--- config.mk ---
export PLATFORM = sky130hd
export DESIGN_NAME = sha1_hash_engine_top
export DESIGN_NICKNAME = d
export VERILOG_FILES = /design/src/sha1_pkg.sv /design/src/sha1_front.sv /design/src/sha1_back.sv /design/src/sha1_hash_engine_top.sv
export VERILOG_INCLUDE_DIRS = /design/src /design/src/src
export SDC_FILE = /design/constraint.sdc
export NUM_CORES = 2
export LEC_CHECK = 0
export BUFFER_PORTS_ARGS = -buffer_cell sky130_fd_sc_hd__buf_2
export CORE_MARGIN = 4
export CORE_UTILIZATION = 33
export CTS_CLUSTER_DIAMETER = 50
export DETAILED_ROUTE_END_ITERATION = 7
export PLACE_DENSITY = 0.57
export SYNTH_ARGS = -nofsm -noshare
export SYNTH_HDL_FRONTEND = slang
export SYNTH_SLANG_ARGS = --single-unit
--- constraint.sdc ---
create_clock -name clk -period 31 [get_ports clk]
set_input_delay 6.2 -clock clk [delete_from_list [all_inputs] [get_ports clk]]
set_output_delay 6.2 -clock clk [all_outputs]
set_load 0.05 [all_outputs]
--- src/sha1_hash_engine_top_assert.svh ---
// assertion macros for the sha1 engine
`ifndef SHA1_HASH_ENGINE_TOP_ASSERT_SVH
`define SHA1_HASH_ENGINE_TOP_ASSERT_SVH
// implication checked every edge outside reset
`define SHA_ASSERT_IMPL(label, ante, cons) \
  label: assert property (@(posedge clk) disable iff (rst) (ante) |-> (cons)) \
    else $error("assertion failed");
// next-cycle implication outside reset
`define SHA_ASSERT_NEXT(label, ante, cons) \
  label: assert property (@(posedge clk) disable iff (rst) (ante) |=> (cons)) \
    else $error("assertion failed");
`endif

--- src/sha1_pkg.sv ---
// ----------------------------------------------------------------------------
// sha1_pkg
// shared types, constants and round functions of the sha1 engine
// ----------------------------------------------------------------------------
package sha1_pkg;

  localparam int QUEUE_DEPTH = 4;

  localparam logic [31:0] K0 = 32'h5a827999;
  localparam logic [31:0] K1 = 32'h6ed9eba1;
  localparam logic [31:0] K2 = 32'h8f1bbcdc;
  localparam logic [31:0] K3 = 32'hca62c1d6;
  localparam logic [31:0] H0 = 32'h67452301;
  localparam logic [31:0] H1 = 32'hefcdab89;
  localparam logic [31:0] H2 = 32'h98badcfe;
  localparam logic [31:0] H3 = 32'h10325476;
  localparam logic [31:0] H4 = 32'hc3d2e1f0;
  localparam logic [7:0]  PAD_BYTE = 8'h80;

  // classified transaction passed from front to back
  typedef struct packed {
    logic [7:0] data;
    logic       has_byte;
    logic       last;
  } cmd_t;

  function automatic logic [31:0] round_f(input logic [6:0] r, input logic [31:0] b,
                                          input logic [31:0] c, input logic [31:0] d);
    logic [31:0] f;
    if (r < 7'd20)      f = (b & c) | (~b & d);
    else if (r < 7'd40) f = b ^ c ^ d;
    else if (r < 7'd60) f = (b & c) | (b & d) | (c & d);
    else                f = b ^ c ^ d;
    return f;
  endfunction

  function automatic logic [31:0] round_k(input logic [6:0] r);
    logic [31:0] k;
    if (r < 7'd20)      k = K0;
    else if (r < 7'd40) k = K1;
    else if (r < 7'd60) k = K2;
    else                k = K3;
    return k;
  endfunction

endpackage

--- src/sha1_front.sv ---
// ----------------------------------------------------------------------------
// sha1_front
// input stage and command queue; drops items that carry nothing
// ----------------------------------------------------------------------------
module sha1_front #(
  parameter int DEPTH = sha1_pkg::QUEUE_DEPTH
) (
  input  logic           clk,
  input  logic           rst,
  input  logic           in_valid,
  output logic           in_stall,
  input  logic [7:0]     data_byte,
  input  logic           has_byte,
  input  logic           last_byte,
  output logic           cmd_valid,
  input  logic           cmd_take,
  output sha1_pkg::cmd_t cmd
);
  import sha1_pkg::*;

  localparam int AW = (DEPTH > 1) ? $clog2(DEPTH) : 1;

  cmd_t           mem [DEPTH];
  logic [AW-1:0]  wr_ptr;
  logic [AW-1:0]  rd_ptr;
  logic [AW:0]    count;
  logic           push;
  logic           pop;
  logic           accept;

  assign in_stall  = (count == (AW+1)'(DEPTH));
  assign accept    = in_valid && !in_stall;
  // items with neither byte nor last are dropped here
  assign push      = accept && (has_byte || last_byte);
  assign cmd_valid = (count != '0);
  assign pop       = cmd_valid && cmd_take;
  assign cmd       = mem[rd_ptr];

  // queue storage
  always_ff @(posedge clk) begin
    if (push) begin
      mem[wr_ptr] <= '{data: data_byte, has_byte: has_byte, last: last_byte};
    end
  end

  // queue pointers
  always_ff @(posedge clk) begin
    if (rst) begin
      wr_ptr <= '0;
      rd_ptr <= '0;
      count  <= '0;
    end else begin
      if (push) wr_ptr <= (wr_ptr == AW'(DEPTH-1)) ? '0 : wr_ptr + 1'b1;
      if (pop)  rd_ptr <= (rd_ptr == AW'(DEPTH-1)) ? '0 : rd_ptr + 1'b1;
      count <= count + (AW+1)'(push) - (AW+1)'(pop);
    end
  end

endmodule

--- src/sha1_back.sv ---
// ----------------------------------------------------------------------------
// sha1_back
// block buffer, padding sequencer, round unit and digest output
// ----------------------------------------------------------------------------
module sha1_back (
  input  logic           clk,
  input  logic           rst,
  input  logic           cmd_valid,
  output logic           cmd_take,
  input  sha1_pkg::cmd_t cmd,
  output logic           out_valid,
  input  logic           out_stall,
  output logic [31:0]    digest_word,
  output logic [2:0]     word_index,
  output logic           last_word
);
  import sha1_pkg::*;

  typedef enum logic [5:0] {
    ST_IDLE  = 6'b000001,
    ST_PAD   = 6'b000010,
    ST_LOAD  = 6'b000100,
    ST_ROUND = 6'b001000,
    ST_ADD   = 6'b010000,
    ST_OUT   = 6'b100000
  } state_t;

  state_t       state;
  logic [31:0]  chain [5];
  logic [31:0]  blk [16];
  logic [31:0]  wq [16];
  logic [31:0]  a, b, c, d, e;
  logic [5:0]   fill;
  logic [5:0]   fill_after;
  logic [60:0]  msg_bytes;
  logic [6:0]   rnd;
  logic         msg_end;
  logic         pad_done;
  logic         len_blk;
  logic [2:0]   oidx;
  logic [31:0]  rd_word;
  logic [3:0]   rd_sel;
  logic [7:0]   wr_data;
  logic         wr_en;
  logic [63:0]  bits;
  logic [31:0]  w_cur;
  logic [31:0]  w_new;
  logic [31:0]  t;

  assign bits       = {msg_bytes, 3'b000};
  assign fill_after = cmd.has_byte ? fill + 6'd1 : fill;

  // byte source: message byte, then 0x80, zeros and the bit length
  always_comb begin
    wr_en   = 1'b0;
    wr_data = cmd.data;
    if (state == ST_IDLE && cmd_valid && cmd.has_byte) begin
      wr_en = 1'b1;
    end else if (state == ST_PAD) begin
      wr_en = 1'b1;
      if (!pad_done)                      wr_data = PAD_BYTE;
      else if (len_blk && fill >= 6'd56)  wr_data = bits[{~fill[2:0], 3'b000} +: 8];
      else                                wr_data = 8'h00;
    end
  end

  // byte lane write into the word-wide block buffer, big-endian
  always_ff @(posedge clk) begin
    if (wr_en) blk[fill[5:2]][{~fill[1:0], 3'b000} +: 8] <= wr_data;
  end

  // registered word read for the first sixteen rounds
  assign rd_sel = (state == ST_ROUND) ? rnd[3:0] + 4'd1 : 4'd0;

  always_ff @(posedge clk) begin
    rd_word <= blk[rd_sel];
  end

  assign cmd_take = (state == ST_IDLE) && cmd_valid;
  assign w_cur = (rnd < 7'd16) ? rd_word : w_new;
  assign w_new = {wq[13] ^ wq[8] ^ wq[2] ^ wq[0]} << 1 |
                 {31'd0, wq[13][31] ^ wq[8][31] ^ wq[2][31] ^ wq[0][31]};
  assign t = {a[26:0], a[31:27]} + round_f(rnd, b, c, d) + e + round_k(rnd) + w_cur;

  assign out_valid   = (state == ST_OUT);
  assign digest_word = chain[oidx];
  assign word_index  = oidx;
  assign last_word   = (oidx == 3'd4);

  // control sequencer
  always_ff @(posedge clk) begin
    if (rst) begin
      state     <= ST_IDLE;
      fill      <= '0;
      msg_bytes <= '0;
      rnd       <= '0;
      msg_end   <= 1'b0;
      pad_done  <= 1'b0;
      len_blk   <= 1'b0;
      oidx      <= '0;
      chain     <= '{H0, H1, H2, H3, H4};
    end else begin
      unique case (state)
        ST_IDLE: begin
          if (cmd_valid) begin
            if (cmd.has_byte) msg_bytes <= msg_bytes + 61'd1;
            fill <= fill_after;
            if (cmd.has_byte && fill == 6'd63) begin
              // block full: compress, padding follows when this ends the message
              state    <= ST_LOAD;
              msg_end  <= cmd.last;
              pad_done <= 1'b0;
              len_blk  <= 1'b0;
            end else if (cmd.last) begin
              state    <= ST_PAD;
              msg_end  <= 1'b1;
              pad_done <= 1'b0;
              len_blk  <= (fill_after < 6'd56);
            end
          end
        end
        ST_PAD: begin
          pad_done <= 1'b1;
          fill     <= fill + 6'd1;
          if (fill == 6'd63) state <= ST_LOAD;
        end
        ST_LOAD: begin
          state <= ST_ROUND;
          rnd   <= '0;
          a <= chain[0]; b <= chain[1]; c <= chain[2]; d <= chain[3]; e <= chain[4];
        end
        ST_ROUND: begin
          e <= d; d <= c; c <= {b[1:0], b[31:2]}; b <= a; a <= t;
          for (int i = 0; i < 15; i++) wq[i] <= wq[i+1];
          wq[15] <= w_cur;
          rnd <= rnd + 7'd1;
          if (rnd == 7'd79) state <= ST_ADD;
        end
        ST_ADD: begin
          chain[0] <= chain[0] + a; chain[1] <= chain[1] + b;
          chain[2] <= chain[2] + c; chain[3] <= chain[3] + d;
          chain[4] <= chain[4] + e;
          if (msg_end && len_blk) begin
            state <= ST_OUT;
            oidx  <= '0;
          end else if (msg_end) begin
            // length did not fit: one more padding block
            state   <= ST_PAD;
            len_blk <= 1'b1;
          end else begin
            state <= ST_IDLE;
          end
        end
        ST_OUT: begin
          if (!out_stall) begin
            oidx <= oidx + 3'd1;
            if (oidx == 3'd4) begin
              state     <= ST_IDLE;
              msg_bytes <= '0;
              fill      <= '0;
              msg_end   <= 1'b0;
              pad_done  <= 1'b0;
              len_blk   <= 1'b0;
              chain     <= '{H0, H1, H2, H3, H4};
            end
          end
        end
        default: state <= ST_IDLE;
      endcase
    end
  end

  `include "sha1_hash_engine_top_assert.svh"
  `SHA_ASSERT_IMPL(a_take_idle, cmd_take, state == ST_IDLE)
  `SHA_ASSERT_IMPL(a_out_idx, out_valid, oidx <= 3'd4)
  `SHA_ASSERT_NEXT(a_round_end, state == ST_ROUND && rnd == 7'd79, state == ST_ADD)

endmodule

--- src/sha1_hash_engine_top.sv ---
// a byte that completes a block starts a compression: load, 80 rounds, add
// other bytes only fill the buffer; no byte is taken during padding, compression or digest output
// last item: padding sweep to the end of the block plus one or two compressions, then 5 words
// rate is set by the single shared round unit, one round per cycle
// rst is synchronous, active high; it restores the initial chaining words
// ----------------------------------------------------------------------------
// sha1_hash_engine_top
// streaming sha1 engine: input queue front, compression back
// ----------------------------------------------------------------------------
module sha1_hash_engine_top #(
  parameter int QUEUE_DEPTH = sha1_pkg::QUEUE_DEPTH
) (
  input  logic        clk,
  input  logic        rst,
  input  logic        in_valid,
  output logic        in_stall,
  input  logic [7:0]  data_byte,
  input  logic        has_byte,
  input  logic        last_byte,
  output logic        out_valid,
  input  logic        out_stall,
  output logic [31:0] digest_word,
  output logic [2:0]  word_index,
  output logic        last_word
);
  import sha1_pkg::*;

  cmd_t cmd;
  logic cmd_valid;
  logic cmd_take;

  // front: accept and queue transactions
  sha1_front #(.DEPTH(QUEUE_DEPTH)) u_front (
    .clk, .rst, .in_valid, .in_stall, .data_byte, .has_byte, .last_byte,
    .cmd_valid, .cmd_take, .cmd
  );

  // back: compression and digest output
  sha1_back u_back (
    .clk, .rst, .cmd_valid, .cmd_take, .cmd,
    .out_valid, .out_stall, .digest_word, .word_index, .last_word
  );

endmodule

==> impl_summary.md <==
Run status
The flow ran to the end, and the final reports show no timing, DRC or antenna violations.

Synthesis
The combinational family with the most area after synthesis is compound AO/OA/AOI/OAI gates. After synthesis, the mean cell area works out to between 10 and 15 sq um. By area the synthesized netlist is led by edfxtp_1 (52%), dfxtp_1 (8.2%), nand2_1 (4.8%). In the synthesized netlist the async set-or-reset flop fraction comes to 0. The basic-gate share of the synthesized area counting and, or, nand and nor cells is 0.114. The xor/xnor share of the synthesized area is 0.0383. Synthesis produced a netlist with a net count of 6255. The share of the Yosys chip area taken by registers is 0.603. The area share of the largest cell type after synthesis is 0.522.

The fraction of the mapped netlist area in compound gates is 0.117. The area of the mapped netlist is 70400 sq um. Of the total synthesized cell area, the portion taken by full adders, half adders and majority gates is 0.0776. Synthesis handed over a netlist of around 5.9k instances. The number of enable flip-flop cells after synthesis is roughly 1.2k. Summed over all instances, the cell type with the most area after synthesis is edfxtp_1.

The Yosys step of the flow raised 0 warnings. In the synthesized netlist the dominant register cell turns out to be edfxtp_1. Measured against the total synthesized area, the mux share comes to 0.0203. Ranked by instance count, the synthesized netlist is headed by edfxtp_1 (1224), nand2_1 (903), nor2_1 (409), inv_1 (288), dfxtp_1 (287). edfxtp_1 is the most common cell in the netlist. The number of unique standard cell types used by synthesis is 83.

The number of storage elements in the synthesis netlist is ~1.5k.

Timing
The final sum of negative setup slack is 0 ns. The number of hold violations in the final report is 0. For the finished layout, the period the worst path requires is between 9 and 10 ns.

The final setup skew is approximately 0.038 ns. The max-slew violation total from the final report came to 0. The transition at the pin with the smallest max-transition slack is around 1.2 ns. For this run, the top clock speed supported by timing is between 100 and 150 MHz. Setup repair after global routing left no endpoint under its margin. Measured against its own limit, the worst slew margin works out to 0.168.

The tightest hold path in the finished design has a slack of a little under 0.4 ns. The final setup violation count is 0. The final worst-path cycle share is 0.320.

Routing
The wire length reported by the detailed router is between 150 and 200 mm. After detailed routing, the number of vias per cell comes to between 5 and 6. The count of vias placed by the detailed router is between 40k and 50k.

The number of search-and-repair iterations in the first detailed-routing pass is 6. The detailed router finished its first iteration with 4186 violations. In the final routed layout, each cell accounts on average for 21.0 um. The number of DRC violations after detailed routing is 0. Once detail routing completed, the nets flagged for antenna violations numbered 0.

Worst setup path
The signal on the critical path passes through and3_2, nand2_1, o21ai_0, buf_2. For the worst setup path, the data arrival time is approximately 3.7 ns. The data required time of the critical path is between 20 and 25 ns. In this run the register-to-register setup slack is 23.80 ns. The category of the worst setup path capture point is a primary output. The family with the most delay on the worst path is simple AND/OR/NAND/NOR gates. The highest net fanout along the worst path is 36. The class of the most critical setup path is reg -> out. The count of buffer and inverter cells on the critical path is 1.

The slowest stage of the critical path belongs to the cell and3_2. For this run, the slowest stage of the critical path takes around 1.1 ns. STA classifies the critical path startpoint as a flip-flop.

GRT
The initial antenna violation count is 1. The via count of the first global-routing pass is roughly 45k. The first-pass GRT wire length is roughly 280 mm.

For this run the aggregate overflow at the end of global routing stands at 0. Entering global routing, the biggest net connects between 200 and 250 pins. The all-layer global routing usage is 0.164.

Clocking
The total CTS buffers is 175. The number of buffers inserted by post-CTS setup repair is 0. After clock tree synthesis, the clock-pin slew on the worst setup and hold paths is 0.06 ns.

The number of sinks on the clock net is ~1.5k. After clock tree synthesis, the repair step resized 0 gates. The number of H-tree levels is 4. The maximum count of clock buffers along a single path is 3.

At the later pin of the worst-skew pair, clock insertion delay measures ~0.83 ns. TritonCTS built the clock tree. Clock tree synthesis selected as its root buffer the cell clkbuf_16. Hold repair after CTS inserted 0 buffers.

Floorplanning
Row generation in the floorplan step produced between 150 and 200 rows. The starting density of the core is 0.332. The top-level I/O count is between 50 and 60.

The region available for standard cell placement spans 212000 sq um. The die width is ~470 um. The die covers around 220000 sq um. The vertical die dimension is roughly 470 um.

Power
For this design the static power due to leakage is around 28 nW. The worst-case IR drop observed on VDD is approximately 0.050 mV. Dividing total power by cell area gives a power density of approximately 60 nW/um^2.

Cells and area
The sequential cells in the finished layout cover a total of about 43000 sq um. The number of nets at the end of the flow is roughly 6.3k. The number of filler instances in the final layout is just over 20k.

The layout cell share with drive strength beyond 1 is 0.0804. The area of the multi-input gates is ~26000 sq um. Compared with the post-synthesis result, the final layout area differs by 13.2%.

Min path
The worst hold path belongs to the class reg -> reg.

Placement
The number of port buffers is 51. Routability-driven placement finished with a final weighted congestion of 0.881. The final HPWL from detailed placement is about 120 mm.

Run
Across the run, the number of max-cap violations was 0.
==> area by class of cell <==
type | instances | area share
diodes | 1 | 0.0000314
clock buffers | 221 | 0.0587
clock inverters | 105 | 0.0157
inverters | 289 | 0.0136
multi-input cells | 3820 | 0.325
flip-flops and latches | 1511 | 0.533
well taps | 2821 | 0.0443
repair buffers | 109 | 0.00932
==> final timing paths <==
kind / start / endpoint / depth (start not counted)
worst min-delay path: u_back.wq[1][216]$_DFFE_PP_ / u_back.wq[1][184]$_DFFE_PP_ / 0
worst max register to register: u_back.rnd[4]$_SDFFE_PP0N_ / u_back.a[29]$_DFFE_PP_ / 22
worst max-delay path: u_back.word_index[2]$_SDFFE_PP0P_ / digest_word[0] / 4
worst min register to register: u_back.wq[1][216]$_DFFE_PP_ / u_back.wq[1][184]$_DFFE_PP_ / 0
==> report_power, final <==
part | internal, mW | total (mW) | switching, mW
logic | 0.147 | 0.471 | 0.325
registers | 2.28 | 2.30 | 0.0243
clock network | 1.22 | 2.10 | 0.880
total | 3.64 | 4.87 | 1.23
==> kinds of logic after synthesis <==
group,Yosys count
and+or+nand+nor,1815
muxes,74
AOI/OAI and AO/OA,1261
buffers and inverters,548
adders and majority gates,362
xor gates and xnor gates,308
DFF,1511
==> stage by stage <==
stage	power [mW]	cells	utilization	setup WS, ns	area (sq um)
detailed placement	2.81	8550	0.348	21.33	73800
global placement	2.80	8550	0.348	21.43	73800
CTS	4.91	8876	0.376	20.93	79800
global route	5.05	8877	0.376	20.88	79800
floorplan	2.65	5879	-	1.59	70400
finish	4.87	8877	0.376	21.07	79800
==> worst reg2reg max path, stage by stage (launching register included) <==
cell and delay [ns]:
dfxtp_1 0.52, o21ai_0 0.17, nand2_2 0.09, buf_4 0.54
inv_1 0.56, a211oi_1 0.54, fa_1 0.49, inv_1 0.09
fa_1 0.41, fa_1 0.48, inv_1 0.06, ha_1 0.17
inv_1 0.06, fa_1 0.41, nor2b_1 0.17, o31a_1 0.25
o211ai_1 0.14, a21oi_1 0.41, a21oi_1 0.26, o21ai_0 0.40
a31o_2 0.28, a2111oi_0 0.12, a311o_1 0.33
==> per-layer routing <==
metal  vias to the layer above  global-route usage  part of all wire
li1                      21386                   -                 -
met1                     22939               0.230              0.45
met2                      1368               0.260              0.46
met3                       298              0.0272             0.058
met4                         0              0.0533             0.031
met5                         -                   0                 0
==> cell usage in the layout (no fill, tap or decap), drive strengths merged, types with 31 or more instances in the layout <==
cell	instances
clkbuf	221
dfxtp	287
a31oi	85
edfxtp	1224
o22ai	48
a22oi	43
nand2	903
o21ai	275
nand3	69
xnor2	210
nand2b	35
ha	237
nor3	45
a211oi	184
a311oi	68
nor2	409
xor2	98
o21a	31
mux4	55
and3	40
inv	304
buf	109
fa	125
a21o	91
nor2b	187
a21oi	269
clkinv	67
==> flip-flops by register name (all words and copies together) (netlist names), 6 cells and up, named ones only <==
| name | cells |
|---|---|
| u_back.rd_word | 32 |
| u_back.chain | 160 |
| u_back.fill | 6 |
| u_back.b | 32 |
| u_back.d | 32 |
| u_back.state | 6 |
| u_back.rnd | 7 |
| u_back.wq | 512 |
| u_back.msg_bytes | 61 |
| u_back.e | 32 |
| u_back.a | 32 |
| u_back.blk | 512 |
| u_back.c | 32 |
| u_front.mem | 40 |
No activity file was read; power rests on OpenSTA's default activity.
